**src/rtl/tvg_pkg.sv**
```systemverilog
// shared types, constants and rounding and saturation helpers for the torus vertex generator
package tvg_pkg;

  localparam int IDX_W        = 11;
  localparam int CNT_W        = 11;
  localparam int RAD_W        = 16;
  localparam int CFG_W        = 16;
  localparam int POS_W        = 18;
  localparam int NRM_W        = 16;
  localparam int TEX_W        = 17;
  localparam int TEX_FRAC     = 16;
  localparam int ANGLE_BITS   = 16;
  localparam int TURN_W       = 32;
  localparam int QUO_W        = TEX_FRAC + 1;
  localparam int NUM_W        = IDX_W + TEX_FRAC;
  localparam int DIV_PER      = 3;
  localparam int DIV_STAGES   = (QUO_W + DIV_PER - 1) / DIV_PER;
  localparam int CORDIC_STEPS = 30;
  localparam int CORDIC_LAT   = CORDIC_STEPS + 2;
  localparam int VTX_LAT      = 4;
  localparam int XY_W         = 34;
  localparam int MIN_SEG      = 3;
  localparam int MAX_SEG      = 1024;

  localparam logic [XY_W-1:0] CORDIC_GAIN = XY_W'(652032874);
  localparam longint POS_MAX  = 131071;
  localparam longint POS_MIN  = -131072;
  localparam longint UNIT_Q14 = 16384;

  typedef enum logic [1:0] {
    REG_TUBE_RADIUS  = 2'd0,
    REG_SWEEP_RADIUS = 2'd1,
    REG_TUBE_SEGS    = 2'd2,
    REG_RING_SEGS    = 2'd3
  } cfg_reg_e;

  typedef enum logic [1:0] {
    QUAD_0 = 2'd0,
    QUAD_1 = 2'd1,
    QUAD_2 = 2'd2,
    QUAD_3 = 2'd3
  } quad_e;

  localparam logic [TURN_W-1:0] ATAN_TURNS [CORDIC_STEPS] = '{
    32'h20000000, 32'h12E4051D, 32'h09FB385B, 32'h051111D4, 32'h028B0D43,
    32'h0145D7E1, 32'h00A2F61E, 32'h00517C55, 32'h0028BE53, 32'h00145F2E,
    32'h000A2F98, 32'h000517CC, 32'h00028BE6, 32'h000145F3, 32'h0000A2F9,
    32'h0000517C, 32'h000028BE, 32'h0000145F, 32'h00000A2F, 32'h00000517,
    32'h0000028B, 32'h00000145, 32'h000000A2, 32'h00000051, 32'h00000028,
    32'h00000014, 32'h0000000A, 32'h00000005, 32'h00000002, 32'h00000001
  };

  // round half away from zero, then shift right
  function automatic logic signed [63:0] round_sh(input logic signed [63:0] v,
                                                  input int unsigned s);
    logic signed [63:0] mag;
    logic signed [63:0] res;
    mag = v[63] ? -v : v;
    res = (mag + (64'sd1 <<< (s - 1))) >>> s;
    return v[63] ? -res : res;
  endfunction

  function automatic logic signed [63:0] clamp_s(input logic signed [63:0] v,
                                                 input logic signed [63:0] lo,
                                                 input logic signed [63:0] hi);
    logic signed [63:0] res;
    res = (v < lo) ? lo : ((v > hi) ? hi : v);
    return res;
  endfunction

endpackage

```
**src/rtl/tvg_div.sv**
```systemverilog
// pipelined restoring divider: (idx * 2^16 + cnt / 2) / cnt, up to three quotient bits a stage
module tvg_div (
  input  logic                       clk_i,
  input  logic                       ce_i,
  input  logic [tvg_pkg::IDX_W-1:0]  idx_i,
  input  logic [tvg_pkg::CNT_W-1:0]  cnt_i,
  output logic [tvg_pkg::QUO_W-1:0]  quo_o
);
  import tvg_pkg::*;

  logic [NUM_W-1:0] num0;
  logic [CNT_W-1:0] rem_in [DIV_STAGES];
  logic [QUO_W-1:0] low_in [DIV_STAGES];
  logic [CNT_W-1:0] den_in [DIV_STAGES];
  logic [CNT_W-1:0] rem_q  [DIV_STAGES];
  logic [QUO_W-1:0] low_q  [DIV_STAGES];
  logic [CNT_W-1:0] den_q  [DIV_STAGES];

  assign num0 = {idx_i, TEX_FRAC'(0)} + NUM_W'(cnt_i >> 1);

  for (genvar k = 0; k < DIV_STAGES; k++) begin : g_stg
    logic [CNT_W-1:0] rem_s;
    logic [QUO_W-1:0] low_s;
    logic [CNT_W:0]   trial;

    if (k == 0) begin : g_first
      assign rem_in[k] = CNT_W'(num0[NUM_W-1:QUO_W]);
      assign low_in[k] = num0[QUO_W-1:0];
      assign den_in[k] = cnt_i;
    end else begin : g_next
      assign rem_in[k] = rem_q[k-1];
      assign low_in[k] = low_q[k-1];
      assign den_in[k] = den_q[k-1];
    end

    always_comb begin
      rem_s = rem_in[k];
      low_s = low_in[k];
      trial = '0;
      for (int t = 0; t < DIV_PER; t++) begin
        if (k * DIV_PER + t < QUO_W) begin
          trial = {rem_s, low_s[QUO_W-1]};
          if (trial >= {1'b0, den_in[k]}) begin
            rem_s = CNT_W'(trial - {1'b0, den_in[k]});
            low_s = {low_s[QUO_W-2:0], 1'b1};
          end else begin
            rem_s = trial[CNT_W-1:0];
            low_s = {low_s[QUO_W-2:0], 1'b0};
          end
        end
      end
    end

    always_ff @(posedge clk_i) begin
      if (ce_i) begin
        rem_q[k] <= rem_s;
        low_q[k] <= low_s;
        den_q[k] <= den_in[k];
      end
    end
  end

  assign quo_o = low_q[DIV_STAGES-1];

endmodule

```
**config.mk**
```make
export PLATFORM = sky130hd
export DESIGN_NAME = tvg_div
export DESIGN_NICKNAME = d
export VERILOG_FILES = /design/src/rtl/tvg_pkg.sv /design/src/rtl/tvg_div.sv
export SDC_FILE = /design/constraint.sdc
export NUM_CORES = 1
export LEC_CHECK = 0
export ABC_AREA = 1
export ABC_CLOCK_PERIOD_IN_PS = 6900
export BUFFER_PORTS_ARGS = -buffer_cell sky130_fd_sc_hd__buf_4
export CORE_MARGIN = 2
export CORE_UTILIZATION = 35
export DETAILED_ROUTE_END_ITERATION = 10
export PLACE_DENSITY_LB_ADDON = 0.1
export SLEW_MARGIN = 30
export SYNTH_ARGS = -nofsm -noshare
export SYNTH_HDL_FRONTEND = slang
export SYNTH_SLANG_ARGS = --single-unit
```
**constraint.sdc**
```tcl
create_clock -name clk_i -period 6.9 [get_ports clk_i]
set_input_delay 1.725 -clock clk_i [delete_from_list [all_inputs] [get_ports clk_i]]
set_output_delay 1.725 -clock clk_i [all_outputs]
set_load 0.01 [all_outputs]
```
==> run_results.csv <==
group,metric,value,unit
sta,worstMarginPinSlew,0.7011,ns
synth,netlist_instances,2129,
cts,cts_root_buf,"clkbuf_16",
layout,regArea,0.005165,mm²
routing,antenna_left,0,
layout,multi_input_area,0.009759,mm²
cts,ctsHtreeMaxLevel,4,
synth,synth-seq-cells,172,
synth,synth_commonest_cells,"nand2_1 (657), inv_1 (279), ha_1 (184)",
cts,cts_buffers,17,
sta,finalHoldViolCount,0,
layout,nNetsFinal,2403,
floorplanning,core,0.04558,mm²
cts,clk_pin_slew_worst_paths,0.07,ns
sta,setup_viol,0,
routing,vias,13693,
floorplanning,dieArea,0.04805,mm²
worst_setup_path,crit_fanout,15,
synth,yosysSeqAreaShare,0.3187,
run_status,status,"finished, final reports clean",
routing,post-route-drc-count,0,
worst_setup_path,worst_setup_path_start_kind,"flip-flop",
sta,finalCriticalPeriod,6.290,ns
sta,post-route-period-util,0.9115,
floorplanning,die_w,219.2,µm
floorplanning,start_util,0.3556,
cts,clock_sinks,172,
synth,ys_types,53,
floorplanning,rows,78,
worst_setup_path,cp.required,7.11,ns
worst_setup_path,path_class,"reg2reg",
sta,fin_setup_tns,0,ns
cts,cts_hold_buffers,0,
synth,yosys.area.top_type,"edfxtp_1",
routing,vias_per_cell,4.899,
synth,synth_nets,2350,
global_routing,grt_pass1_vias,13543,
routing,drtIter0Drc,809,
routing,drt-total-wl,43.93,mm
synth,async_flop_share,0,
placement,gp_congestion,0.8853,
synth,synth-edff-count,172,
synth,avgSynthCellArea,7.613,µm²
synth,syn_area,0.01621,mm²
sta,slew_viol_final,0,
layout,fillers,4668,
sta,finClkSkew,0.01771,ns
synth,synth_warnings,0,
synth,synth_most_common_cell,"nand2_1",
routing,route.detailed.wl_per_inst,15.72,µm
sta,max-slew-margin-rel,0.5326,
cts,clk_latency,0.47,ns
global_routing,antenna_found_initial,0,
worst_setup_path,cp_data_arrival_time,6.50,ns
run,drv_cap,0,
min_path,hold_depth,0,
global_routing,grt_max_degree,82,
synth,yosysTopAreaCellShare,0.3187,
floorplanning,dieHeight,219.2,µm
sta,fmax,0.1590,GHz
sta,rsz0062_at_grt,"false",
global_routing,gr-total-overflow,0,
placement,place.port_buffers,40,
global_routing,grtUsageTotal,0.1897,
layout,area_growth,10.30,%
global_routing,grt_pass1_wl,70.90,mm
cts,tritoncts,"done",
layout,antenna_cells,0,
worst_setup_path,r2r_cells,26,
routing,dr.pass1.iters,5,
synth,ys.flop_type,"edfxtp_1",
floorplanning,ios,41,
layout,drive_gt1_frac,0.08383,
min_path,hold_class,"reg2reg",
placement,place_hpwl,36.15,mm
worst_setup_path,end_kind,"flip-flop",
cts,clockBufferDepth,2,
synth,synth_area_leaders,"edfxtp_1 (32%), nand2_1 (15%), ha_1 (14%)",
## per-stage QoR
step | hold WS (ns) | worst slack (ns) | utilization | std cells | area [µm²]
global placement | 0.4017 | 0.06461 | 0.3776 | 2762 | 17210
global route | 0.4253 | 0.05307 | 0.3922 | 2795 | 17880
CTS | 0.4196 | 0.4708 | 0.3918 | 2794 | 17850
floorplan | 0.4003 | 0.8713 | - | 2129 | 16210
finish | 0.4185 | 0.6104 | 0.3922 | 2795 | 17880
detailed placement | 0.4045 | 0.01597 | 0.3776 | 2762 | 17210
## flip-flops by register name, summed over array words and instances, names as in the netlist
signal and cells:
den_q 49, rem_q 55, low_q 68
## logic make-up (layout without fill, tap and decap cells)
logic type / after synthesis / count (layout) / synth area share
compound gates: 296 / 296 / 0.1055
buf+inv: 318 / 384 / 0.07990
mux: 1 / 1 / 0.0006947
flops: 172 / 172 / 0.3187
fa+ha+maj: 197 / 197 / 0.1581
xor+xnor: 118 / 118 / 0.06376
simple gates: 1027 / 1027 / 0.2734
## worst paths after layout
| check | start | to | slack [ns] |
|---|---|---|---|
| worst max-delay path | den_q[3][0] | rem_q[4][10] | 0.61 |
| worst min-delay path | low_q[3][6] | low_q[4][9] | 0.42 |
| worst max register to register | den_q[3][0] | rem_q[4][10] | 0.61 |
| worst min register to register | low_q[3][6] | low_q[4][9] | 0.42 |
## layer usage
layer	global-route usage	vias up	wire length (µm)
met4	0.06464	0	1076
met5	0	-	0
met1	0.2446	6268	20680
met3	0.02633	50	1161
li1	-	7182	-
met2	0.3249	193	21020
## critical path, stage by stage (launching register included)
cell	delay, ns
edfxtp_1	0.51
ha_1	0.30
fa_1	0.46
o21bai_1	0.26
nand2_1	0.12
nand3_2	0.20
inv_2	0.17
o21ai_1	0.23
ha_1	0.35
a21oi_1	0.24
o21ai_0	0.12
nand2_1	0.10
nand3_1	0.07
nand2_1	0.14
nand4_2	0.36
o21ai_0	0.46
inv_1	0.11
fa_1	0.44
nand3b_1	0.18
nand2_1	0.15
a21oi_1	0.12
o21ai_0	0.39
a21oi_2	0.16
nand2_1	0.14
nor2_4	0.08
nand2_1	0.08
nand2_1	0.05
## cells in the final DEF, fill, tap and decap left out, types with 10 or more instances in the layout
| cell | instances |
|---|---|
| nand3_2 | 10 |
| nand3_1 | 124 |
| nand2_2 | 19 |
| ha_1 | 184 |
| nand2_1 | 656 |
| xnor2_1 | 43 |
| nor2_1 | 121 |
| o21ai_0 | 45 |
| xor2_1 | 75 |
| o21bai_1 | 22 |
| inv_2 | 12 |
| fa_1 | 13 |
| o21ai_1 | 28 |
| nor3_1 | 22 |
| or2_2 | 11 |
| nand4_1 | 32 |
| a21oi_1 | 145 |
| edfxtp_1 | 172 |
| clkbuf_16 | 17 |
| buf_4 | 59 |
| inv_1 | 278 |
## what timing repair did
action                                  4_1_cts  5_1_grt
resized for setup                             0        4
buffers inserted                              0        1
hold endpoints to repair                      0        0
endpoints found under the setup margin        0       22
## final cells by class
type | count | area share
Clock buffer | 17 | 0.02380
Tap cell | 600 | 0.04199
Sequential cell | 172 | 0.2889
Clock inverter | 15 | 0.01218
Inverter | 292 | 0.06166
Multi-Input combinational cell | 1639 | 0.5459
Timing Repair Buffer | 60 | 0.02555
Power is left out: the tool's default activity adds up to more than one toggle a clock period on the data nets, which glitch-free logic cannot reach.
